--- src/swseg_pkg.sv ---
// Package: shared types, register indexes and segment encoding for the stopwatch counter.
`timescale 1ns / 1ps
package swseg_pkg;

  localparam int COUNT_W = 14;
  localparam int TICK_W  = 8;
  localparam int DIGIT_W = 4;
  localparam int THOU_W  = 5;
  localparam int SEG_W   = 7;
  localparam int CFG_W   = 14;
  localparam int IDX_W   = 1;

  localparam logic [IDX_W-1:0]   REG_WRAP_LIMIT = 1'b0;
  localparam logic [IDX_W-1:0]   REG_PRESCALE   = 1'b1;

  localparam logic [COUNT_W-1:0] WRAP_LIMIT_RST = 14'd9999;
  localparam logic [TICK_W-1:0]  PRESCALE_RST   = 8'd5;

  localparam logic [SEG_W-1:0] SEG_TABLE [10] = '{
    7'h3F, 7'h06, 7'h5B, 7'h4F, 7'h66, 7'h6D, 7'h7D, 7'h07, 7'h7F, 7'h6F
  };

  typedef struct packed {
    logic [THOU_W-1:0]  thousands;
    logic [DIGIT_W-1:0] hundreds;
    logic [DIGIT_W-1:0] tens;
    logic [DIGIT_W-1:0] units;
  } digits_t;

  typedef struct packed {
    logic [COUNT_W-1:0] count;
    logic [SEG_W-1:0]   units;
    logic [SEG_W-1:0]   tens;
    logic [SEG_W-1:0]   hundreds;
    logic [SEG_W-1:0]   thousands;
  } result_t;

  function automatic logic [SEG_W-1:0] seg_of(input logic [THOU_W-1:0] digit);
    logic [SEG_W-1:0] code;
    if (digit > THOU_W'(9)) begin
      code = '0;
    end else begin
      code = SEG_TABLE[digit[DIGIT_W-1:0]];
    end
    return code;
  endfunction

endpackage

--- src/swseg_counter.sv ---
// Counter state: prescaler, run flag, binary count and its decimal digits.
`timescale 1ns / 1ps
module swseg_counter (
  input  logic                          clk,
  input  logic                          rst,
  input  logic                          take,
  input  logic                          start_n,
  input  logic                          pause_n,
  input  logic                          resume_n,
  input  logic [swseg_pkg::COUNT_W-1:0] wrap_limit,
  input  logic [swseg_pkg::TICK_W-1:0]  prescale,
  output logic [swseg_pkg::COUNT_W-1:0] count_next,
  output swseg_pkg::digits_t            digits_next
);
  import swseg_pkg::*;

  logic [COUNT_W-1:0] count;
  logic [TICK_W-1:0]  tick_count;
  logic [TICK_W-1:0]  tick_count_next;
  logic               running;
  logic               running_next;
  digits_t            digits;

  logic [COUNT_W-1:0] count_base;
  logic [COUNT_W-1:0] count_inc;
  digits_t            digits_base;
  digits_t            digits_inc;
  logic               run_base;
  logic [TICK_W-1:0]  tick_inc;
  logic               step;

  always_comb begin
    run_base    = running | ~start_n;
    count_base  = start_n ? count : '0;
    digits_base = start_n ? digits : '0;
    tick_inc    = tick_count + TICK_W'(1);
    step        = run_base && (tick_inc == prescale);

    count_inc = count_base + COUNT_W'(1);

    // decimal increment with carry
    digits_inc = digits_base;
    if (digits_base.units == DIGIT_W'(9)) begin
      digits_inc.units = '0;
      if (digits_base.tens == DIGIT_W'(9)) begin
        digits_inc.tens = '0;
        if (digits_base.hundreds == DIGIT_W'(9)) begin
          digits_inc.hundreds  = '0;
          digits_inc.thousands = digits_base.thousands + THOU_W'(1);
        end else begin
          digits_inc.hundreds = digits_base.hundreds + DIGIT_W'(1);
        end
      end else begin
        digits_inc.tens = digits_base.tens + DIGIT_W'(1);
      end
    end else begin
      digits_inc.units = digits_base.units + DIGIT_W'(1);
    end

    if (!run_base) begin
      tick_count_next = tick_count;
      count_next      = count_base;
      digits_next     = digits_base;
    end else if (!step) begin
      tick_count_next = tick_inc;
      count_next      = count_base;
      digits_next     = digits_base;
    end else begin
      tick_count_next = '0;
      if ((count_inc == wrap_limit) || (count_inc == '0)) begin
        count_next  = '0;
        digits_next = '0;
      end else begin
        count_next  = count_inc;
        digits_next = digits_inc;
      end
    end

    if (!resume_n) begin
      running_next = 1'b1;
    end else if (!pause_n) begin
      running_next = 1'b0;
    end else begin
      running_next = run_base;
    end
  end

  always_ff @(posedge clk) begin
    if (rst) begin
      count      <= '0;
      tick_count <= '0;
      running    <= 1'b0;
      digits     <= '0;
    end else if (take) begin
      count      <= count_next;
      tick_count <= tick_count_next;
      running    <= running_next;
      digits     <= digits_next;
    end
  end

endmodule

--- src/stopwatch_counter_seven_segment_core.sv ---
// Top level: four-digit stopwatch up counter with seven-segment result and skid output.
// A tick's result is registered in the output register, or in the skid register while the output stalls.
// Throughput: one tick per cycle while in_stall is low; the counter update and segment lookup sit in one stage.
// A two-entry output (result register plus skid register) keeps input open while a result waits.
// Reset: synchronous, active high; count, prescaler and run flag clear, output empties,
// wrap limit returns to 9999 and prescale to 5.
`timescale 1ns / 1ps
module stopwatch_counter_seven_segment_core (
  input  logic                          clk,
  input  logic                          rst,
  input  logic                          cfg_write,
  input  logic [swseg_pkg::IDX_W-1:0]   cfg_index,
  input  logic [swseg_pkg::CFG_W-1:0]   cfg_data,
  input  logic                          in_valid,
  output logic                          in_stall,
  input  logic                          start_n,
  input  logic                          pause_n,
  input  logic                          resume_n,
  output logic                          out_valid,
  input  logic                          out_stall,
  output logic [swseg_pkg::COUNT_W-1:0] count_out,
  output logic [swseg_pkg::SEG_W-1:0]   seg_units,
  output logic [swseg_pkg::SEG_W-1:0]   seg_tens,
  output logic [swseg_pkg::SEG_W-1:0]   seg_hundreds,
  output logic [swseg_pkg::SEG_W-1:0]   seg_thousands
);
  import swseg_pkg::*;

  logic [COUNT_W-1:0] wrap_limit;
  logic [TICK_W-1:0]  prescale;

  logic               take;
  logic [COUNT_W-1:0] count_next;
  digits_t            digits_next;
  result_t            res_new;
  result_t            res_out;
  result_t            res_skid;
  logic               skid_valid;
  logic               out_free;

  always_ff @(posedge clk) begin
    if (rst) begin
      wrap_limit <= WRAP_LIMIT_RST;
      prescale   <= PRESCALE_RST;
    end else if (cfg_write) begin
      case (cfg_index)
        REG_WRAP_LIMIT: wrap_limit <= cfg_data[COUNT_W-1:0];
        REG_PRESCALE:   prescale   <= cfg_data[TICK_W-1:0];
        default:        ;
      endcase
    end
  end

  assign in_stall = skid_valid;
  assign take     = in_valid & ~skid_valid;
  assign out_free = ~out_valid | ~out_stall;

  swseg_counter u_counter (
    .clk         (clk),
    .rst         (rst),
    .take        (take),
    .start_n     (start_n),
    .pause_n     (pause_n),
    .resume_n    (resume_n),
    .wrap_limit  (wrap_limit),
    .prescale    (prescale),
    .count_next  (count_next),
    .digits_next (digits_next)
  );

  always_comb begin
    res_new.count     = count_next;
    res_new.units     = seg_of({1'b0, digits_next.units});
    res_new.tens      = seg_of({1'b0, digits_next.tens});
    res_new.hundreds  = seg_of({1'b0, digits_next.hundreds});
    res_new.thousands = seg_of(digits_next.thousands);
  end

  always_ff @(posedge clk) begin
    if (rst) begin
      out_valid  <= 1'b0;
      skid_valid <= 1'b0;
    end else begin
      if (out_free) begin
        out_valid <= skid_valid | take;
      end
      if (skid_valid && out_free) begin
        skid_valid <= 1'b0;
      end else if (take && !out_free) begin
        skid_valid <= 1'b1;
      end
    end
  end

  always_ff @(posedge clk) begin
    if (skid_valid && out_free) begin
      res_out <= res_skid;
    end else if (take) begin
      if (out_free) begin
        res_out <= res_new;
      end else begin
        res_skid <= res_new;
      end
    end
  end

  assign count_out     = res_out.count;
  assign seg_units     = res_out.units;
  assign seg_tens      = res_out.tens;
  assign seg_hundreds  = res_out.hundreds;
  assign seg_thousands = res_out.thousands;

endmodule

--- config.mk ---
export PLATFORM = sky130hd
export DESIGN_NAME = stopwatch_counter_seven_segment_core
export DESIGN_NICKNAME = d
export VERILOG_FILES = /design/src/swseg_pkg.sv /design/src/swseg_counter.sv /design/src/stopwatch_counter_seven_segment_core.sv
export SDC_FILE = /design/constraint.sdc
export NUM_CORES = 1
export LEC_CHECK = 0
export BUFFER_PORTS_ARGS = -buffer_cell sky130_fd_sc_hd__buf_2
export CAP_MARGIN = 5
export CORE_ASPECT_RATIO = 0.5
export CORE_MARGIN = 2
export CORE_UTILIZATION = 36
export DETAILED_ROUTE_END_ITERATION = 8
export PLACE_DENSITY_LB_ADDON = 0.12
export SKIP_CTS_REPAIR_TIMING = 1
export SYNTH_ARGS = -nofsm -noshare
export SYNTH_HDL_FRONTEND = slang
export SYNTH_SLANG_ARGS = --single-unit
export TNS_END_PERCENT = 50
--- constraint.sdc ---
create_clock -name clk -period 8.27 [get_ports clk]
set_clock_uncertainty 0.2 [all_clocks]
set_input_delay 1.2405 -clock clk [delete_from_list [all_inputs] [get_ports clk]]
set_output_delay 1.2405 -clock clk [all_outputs]
set_load 0.02 [all_outputs]
# After elaboration in Yosys (flattened, before gate mapping)
# Memory sizes are Yosys's and may differ from the RTL's.
# Cells that the tools add are included.
totals:
  output_inout_bits: 44
  inputBits: 23
  rom_bits: 448
  ff_bits: 148
  mem_count: 4
  word_cells: 105
op_classes:
  magnitude_cmp: 8
  n_mux: 32
  n_reduce_logical: 14
  n_eq_ne: 5
  bitwise: 15
  addsub: 6
memory_table:
  columns: ["name", "words", "word_bits", "rd", "rd_clocked_by_memory_dff", "wr", "line_no", "text"]
  rows:
  - ["(no name shown)", 16, 7, 1, 0, 0, "swseg_pkg.sv:43", "code = SEG_TABLE[digit[DIGIT_W-1:0]];"]
  - ["(no name shown)", 16, 7, 1, 0, 0, "swseg_pkg.sv:43", null]
  - ["(no name shown)", 16, 7, 1, 0, 0, "swseg_pkg.sv:43", null]
  - ["(no name shown)", 16, 7, 1, 0, 0, "swseg_pkg.sv:43", null]
ops:
  columns: ["cell", "n"]
  rows:
  - ["$mux 42", 3]
  - ["$mux 7", 12]
  - ["$mux 17", 4]
  - ["$mux 14", 4]
  - ["$ge 5x5->1 const B", 4]
  - ["$not 4->5", 4]
  - ["$add 14x1->14 const B", 1]
  - ["$eq 14x14->1", 1]
  - ["$logic_not 14->1", 1]
  - ["$mux 13", 1]
  - ["$add 4x1->4 const B", 3]
  - ["$eq 4x4->1 const B", 3]
  - ["$gt 4x4->1 const B", 3]
  - ["$mux 4", 3]
  - ["$mux 9", 1]
  - ["$add 8x1->8 const B", 1]
  - ["$eq 8x8->1", 1]
  - ["$mux 8", 1]
  - ["$reduce_and 2->1", 4]
  - ["$not 1->1", 7]
  - ["$add 5x1->5 const B", 1]
  - ["$gt 5x4->1 const B", 1]
  - ["$mux 5", 1]
  - ["$reduce_bool 2->1", 2]
  - ["other kinds (8)", 13]

# Longest topological paths before layout
# Gate-level depths: netlist of the first run.
logic_depth:
  ltp_word: 16
  mapped_depth: 29
  depth_no_buf: 20

# By module
# A second synthesis of the first run with hierarchy kept.
hier_totals:
  cells_unflattened: 979
  area_unflattened_um2: 8817.2
modules_own_cells:
  columns: ["module", "cells_per_inst", "seq_area_each_um2", "area_per_inst_um2", "instances"]
  rows:
  - ["stopwatch_counter_seven_segment_core", 428, 3002.9, 4934.7, 1]
  - ["swseg_counter", 551, 800.8, 3882.5, 1]

# Worst setup path before layout of the first run
# OpenSTA, ideal clock, no wires.
synth_path:
  path_kind: "input to register"
  start: "input start_n"
  end: "register res_out, in the netlist seg_units[1] (data pin)"
  slack_ns: 1.600
  path_buffers: 8
  setup_ns: 0.260
  required_ns: 7.810
  t_arrival_ns: 6.211
  path_stages: 25
  cell_sequence: "buf_4 buf_4 buf_4 buf_2 buf_1 clkbuf_1 clkbuf_1 and2_1 ha_1 nand4_1 or3_1 a221oi_1 o2111a_1 nand4_1 o21ai_2 nor2_1 buf_2 a21oi_1 inv_1 ha_1 nor2_1 nor2_1 nor2_1 a21oi_1 mux2_2"
synth_rtl:
  columns: ["element", "line_no", "text"]
  rows:
  - ["start: declaration", "stopwatch_counter_seven_segment_core.sv:16", "input logic start_n,"]
  - ["end signal: assignment", "stopwatch_counter_seven_segment_core.sv:97", "res_out <= res_skid;"]
  - ["end signal: assignment", "stopwatch_counter_seven_segment_core.sv:100", "res_out <= res_new;"]
  - ["end: declaration", "stopwatch_counter_seven_segment_core.sv:36", "result_t res_out;"]

==> results.yml, run 1 <==
outcome:
  outcome: "finished clean"
timing:
  relSlewSlack_pct: 37.2
  fin_crit_sh_pct: 76.3
  slew_violations: 0
  setup_violations: 0
  fin_hold_ws_ns: 0.265
  max_freq_mhz: 158
  tightest_slew_ns: 0.940
  fin_crit_ns: 6.31
  tns_ns: 0
  grt_setup_unrepaired: "no"
  hold_viol: 0
yosys:
  synth_area_leader_cell: "edfxtp_1"
  syn_nets: 1019
  synthArstFlopShare_pct: 0
  yosys.area.top_type_share_pct: 28.9
  synthCells: 969
  syn-cell-area_sq_um: 8710
  yosys-top-cells-area: "edfxtp_1 29%, dfxtp_1 15%, nand2_1 6.6%, a21oi_1 4.6%, nor2_1 4.4%"
  synth_area_per_cell_sq_um: 8.99
  synthFlopType: "edfxtp_1"
  synthDistinctLibCells: 90
  ys_warn_count: 0
  synth_seq_cells: 148
  synth_edf_count: 84
  ys_seq_area_share_pct: 43.6
global_routing:
  grtUsageTotal_pct: 18.9
  grt_pass1_vias: 6783
  grt_pass1_wl_microns: 37500
  antenna_found_initial: 0
  grt_max_degree: 66
  overflow: 0
critical_path:
  worstSetupEndpointType: "flip-flop"
  reg2reg_depth: 19
  rrSetupSlack_ns: 2.63
  crit_path_max_fanout: 26
  crit_path_start: "start_n"
  worstPathRequired_ns: 8.26
  rr_startpoint: "u_counter.count[0]$_SDFFE_PP0P_"
  cp-start-kind: "input pin"
  critPathKind: "input pin to flip-flop"
  r2r_end: "seg_units[1]$_DFFE_PP_"
  worst_ep_arrival_time_ns: 6.30
  crit_end: "seg_units[1]$_DFFE_PP_"
clock_tree:
  cts_tree: "done"
  clk_latency_ns: 0.44
  cts_root_buf: "clkbuf_16"
  cts_max_level: 4
  clk_pin_slew_ns: 0.06
  cts.path.max_buffers: 2
  clock-sinks: 148
  cts_made_buffers: 17
route:
  vias: 7214
  drt_iter0_drc: 579
  wl_per_cell_microns: 17.6
  firstDrtPassIters: 5
  viasPerCell: 5.41
  ant_nets: 0
  routed_wl_microns: 23500
  drcViolationCount: 0
power_and_ir_drop:
  switchingPower_mw: 0.504
  seq_power_share_pct: 45.6
  p_comb_share_pct: 13.2
  p_int_mw: 1.35
  swShare_pct: 27.2
  power_frac_clock_pct: 41.2
  power_mw: 1.85
  power_density_nw_per_um2: 189
  vdd_ir_drop_max_mv: 0.114
  p_leak_nw: 3.66
final_layout:
  antennaDiodeCount: 0
  multi_input_area_sq_um: 4510
  drive_above_1_share_pct: 15.5
  layout_commonest_cell: "nand2_1"
  nets: 1056
  seqCellArea_sq_um: 3800
  area_growth_pct: 12.8
  fillerInstances: 2345
  final_cell_mix: "153 x nand2_1, 102 x nor2_1, 84 x edfxtp_1"
min_path:
  hp-class: "flip-flop to flip-flop"
flow_run:
  drv_cap: 0
placement:
  portBuffers: 66
  hpwl_microns: 16500
  place_congestion: 0.845
floorplan:
  rows: 40
  die_h_microns: 114
  start_util_pct: 36.5
  core-area_sq_um: 23900
  die_w_microns: 224
  io_pins: 67
  die-area_sq_um: 25500
## through the flow
stage | utilization, % | area [sq um] | worst slack (ns) | std cells
4_1_cts | 41.2 | 9830 | 2.03 | 1334
5_1_grt | 41.2 | 9830 | 1.48 | 1334
6_report | 41.2 | 9830 | 1.96 | 1334
2_1_floorplan | - | 8710 | 1.60 | 969
3_3_place_gp | 38.8 | 9260 | 1.80 | 1302
3_5_place_dp | 38.8 | 9260 | 1.59 | 1302
## area by class of cell
class,instances,share of cell area (%)
clock buffer,19,4.40
timing repair buffer,76,4.12
sequential,148,38.7
clock inverter,13,1.34
inverter,40,1.53
multi-input combinational,723,45.9
tap,315,4.01
## how the worst min path moves through the flow
stage	slack, ns	cells after the start	startpoint	end
after detailed placement	0.26	2	wrap_limit[12]$_SDFFE_PP0P_	wrap_limit[12]$_SDFFE_PP0P_
after global placement	0.26	2	u_counter.digits[4]$_SDFFE_PP0P_	u_counter.digits[4]$_SDFFE_PP0P_
final	0.26	2	wrap_limit[12]$_SDFFE_PP0P_	wrap_limit[12]$_SDFFE_PP0P_
after global routing	0.29	2	wrap_limit[4]$_SDFFE_PP0P_	wrap_limit[4]$_SDFFE_PP0P_
after floorplan	0.24	2	wrap_limit[11]$_SDFFE_PP0P_	wrap_limit[11]$_SDFFE_PP0P_
after CTS	0.27	2	wrap_limit[12]$_SDFFE_PP0P_	wrap_limit[12]$_SDFFE_PP0P_
## layer usage
layer	track usage [%]	wire (microns)	vias to the layer above
li1	-	-	3594
met1	27.8	12600	3466
met2	27.8	9700	136
met3	4.17	975	18
met4	5.16	260	0
met5	0	0	-
## logic make-up (layout without fill, tap and decap cells)
kind of cell | after synthesis | after routing | share of synthesized area, %
compound gates | 242 | 242 | 19.6
flops | 148 | 148 | 43.6
simple gates | 408 | 408 | 22.8
fa+ha+maj | 27 | 27 | 3.88
mux | 21 | 21 | 2.64
buf+inv | 98 | 148 | 4.84
xor+xnor | 25 | 25 | 2.51
## state kept, by name (all words and copies together), names as in the netlist
register,flops
out_valid,1
seg_thousands,7
seg_units,7
u_counter.tick_count,8
u_counter.digits,17
count_out,14
u_counter.running,1
wrap_limit,14
in_stall,1
seg_hundreds,7
prescale,8
u_counter.count,14
res_skid,42
seg_tens,7
## worst max-delay path: stages
cell	delay (ns)
buf_2	0.38
nand2_1	0.18
inv_1	0.12
ha_1	0.27
nand4_1	0.48
or3_1	0.59
a221oi_1	0.31
o2111a_1	0.23
nand4_1	0.14
o21ai_2	0.17
buf_4	0.25
nor2_1	0.11
a21oi_1	0.47
inv_1	0.17
ha_1	0.27
nor2_1	0.10
nor2_1	0.07
nor2_1	0.32
a21oi_1	0.11
mux2_2	0.30
## cells in the mapped netlist (10+ instances only)
master    count
buf_2        12
mux2_2       12
inv_1        40
nor2_1      103
ha_1         27
nand4_1      10
dfxtp_1      64
o31ai_1      10
o21ai_0      31
nand2_1     153
a31oi_1      16
nand3b_1     15
a211oi_1     23
a21oi_1      80
edfxtp_1     84
clkbuf_1     35
nand3_1      23
and2_1       10
nor3_1       17
xnor2_1      16
## power by group through the flow
stage | logic [mW] | clock network, mW | registers, mW
final | 0.245 | 0.763 | 0.845
after detailed placement | 0.246 | 0 | 0.861
after CTS | 0.247 | 0.777 | 0.845
after global placement | 0.243 | 0 | 0.860
after global routing | 0.273 | 0.811 | 0.849
after floorplan | 0.161 | 0 | 0.872
Power figures use the tool's default switching activity.
==> run 2: changes to the inputs <==
clock period = 5.71 ns   (was 8.27 ns; I/O delays follow)
==> run 2 against run 1 <==
Effect of this change: design area up 1.1%; global-route usage up 0.45 points; final cell count up 0.90%; highest routed layer unchanged.
==> results.yml, run 2 (synthesis results as in run 1) <==
power_and_ir_drop:
  vdd_ir_drop_max_mv: 0.152
  power_density_nw_per_um2: 270
  p_leak_nw: 3.72
critical_path:
  worstSetupEndpointType: "flip-flop"
  cp_num_buf_inv: 3
  critPathTopFamily: "simple AND/OR/NAND/NOR gates"
  rrSetupSlack_ns: 0.77
  critPathKind: "input pin to flip-flop"
  crit_chain: "buf_2 > buf_4 > nand4_2 > nor4_2 > mux2_2 > o21ai_0 > nand4_1 > o21a_4 > a21oi_2 > o21ai_1 > nand2_1 > inv_1 > ha_1 > nor2_1 > a21oi_1 > nand2_1 > and2_0 > a31oi_1 > mux2_2"
  crit_path_max_fanout: 51
  worst_ep_arrival_time_ns: 5.18
  cp_slowest_cell: "nor4_2"
  slowest_delay_ns: 0.50
  cp-start-kind: "input pin"
  worstPathRequired_ns: 5.70
placement:
  portBuffers: 66
  placed_cells: 1314
  hpwl_microns: 16900
  dpl_cell_area_sq_um: 9370
  place_congestion: 0.912
  post-place-ws_ns: 0.122
clock_tree:
  clock-sinks: 148
  cts_root_buf: "clkbuf_16"
  clk_latency_ns: 0.45
  cts.path.max_buffers: 2
  cts_max_level: 4
  cts_made_buffers: 17
  cts_tree: "done"
  clk_pin_slew_ns: 0.06
min_path:
  hp-class: "flip-flop to flip-flop"
final_layout:
  top_regs: "res_skid (42), u_counter.digits (17)"
  largest_register_ffs: 42
  instances_no_fill: 1346
  final_cell_mix: "152 x nand2_1, 101 x nor2_1, 84 x edfxtp_1"
  regMostFlops: "res_skid"
  area_growth_pct: 14.1
  nets: 1068
  final_area_sq_um: 9940
  fillerInstances: 2365
  antennaDiodeCount: 0
  layout_commonest_cell: "nand2_1"
  drive_above_1_share_pct: 17.1
global_routing:
  grt_pass1_wl_microns: 38200
  antenna_found_initial: 0
  grtUsageTotal_pct: 19.3
  grt_pass1_vias: 6693
  overflow: 0
  grt_max_degree: 66
route:
  routed_wl_microns: 23900
  vias: 7403
  drt_iter0_drc: 519
  viasPerCell: 5.50
  drcViolationCount: 0
  firstDrtPassIters: 4
  ant_nets: 0
  wl_per_cell_microns: 17.8
floorplan:
  rows: 40
  die_w_microns: 224
  die_h_microns: 114
  die-area_sq_um: 25500
  io_pins: 67
  core-area_sq_um: 23900
  start_util_pct: 36.5
timing:
  tns_ns: 0
  slew_violations: 0
  hold_viol: 0
  tightest_slew_ns: 0.972
  fin_crit_ns: 5.19
  setup_violations: 0
  relSlewSlack_pct: 35.1
  grt_setup_unrepaired: "no"
  fin_crit_sh_pct: 90.9
  max_freq_mhz: 193
  worst_slack_ns: 0.520
outcome:
  outcome: "finished clean"
flow_run:
  drv_cap: 0
[run 2: cell count changes in the layout (fill, tap and decap cells not counted), sizes merged]
cell,change
clkbuf,+1
inv,-1
buf,+12
[run 2: report_power, final]
group / internal [mW] / total (mW) / switching [mW]
clock network: 0.642 / 1.10 / 0.459
registers: 1.19 / 1.22 / 0.0359
logic: 0.131 / 0.364 / 0.232
total: 1.96 / 2.69 / 0.728
[run 2: path summary, 6_finish.rpt]
kind,to,from,depth (start not counted)
setup / recovery,seg_tens[1]$_DFFE_PP_,start_n,19
setup reg to reg,seg_tens[1]$_DFFE_PP_,u_counter.count[5]$_SDFFE_PP0P_,17
hold reg to reg,wrap_limit[4]$_SDFFE_PP0P_,wrap_limit[4]$_SDFFE_PP0P_,2
hold / removal,wrap_limit[4]$_SDFFE_PP0P_,wrap_limit[4]$_SDFFE_PP0P_,2
[run 2: per-layer routing]
layer / GRT usage, % / share of wire, %
met3: 4.69 / 5.2
met2: 28.0 / 43
met5: 0 / 0
met4: 4.40 / 0.82
met1: 28.9 / 51
[run 2: worst reg2reg max path, cell delays in order, from the launching register on]
cell and delay, ns:
dfxtp_1 0.57, nand3_1 0.46, or4_4 0.68, nand3_1 0.11, nand4_1 0.08, or4b_4 0.59
o21a_4 0.26, a21oi_2 0.14, o21ai_1 0.14, nand2_1 0.17, inv_1 0.09, ha_1 0.22
nor2_1 0.13, a21oi_1 0.05, nand2_1 0.10, and2_0 0.29, a31oi_1 0.12, mux2_2 0.31
[run 2: final cells by class]
cell class	count	area, sq um	area share, %
Multi-Input combinational cell	723	4530	45.6
Sequential cell	148	3800	38.3
Timing Repair Buffer	88	495	4.98
Clock buffer	20	437	4.39
Tap cell	315	394	3.96
Inverter	40	150	1.51
Clock inverter	12	130	1.31
[run 2: metrics by stage]
| stage | power, mW | util, % | hold slack [ns] |
|---|---|---|---|
| after detailed placement | 1.61 | 39.3 | 0.276 |
| after global routing | 2.82 | 41.6 | 0.300 |
| final | 2.69 | 41.6 | 0.285 |
| after CTS | 2.72 | 41.6 | 0.284 |
| after global placement | 1.61 | 39.3 | 0.262 |
| after floorplan | 1.50 | - | 0.241 |
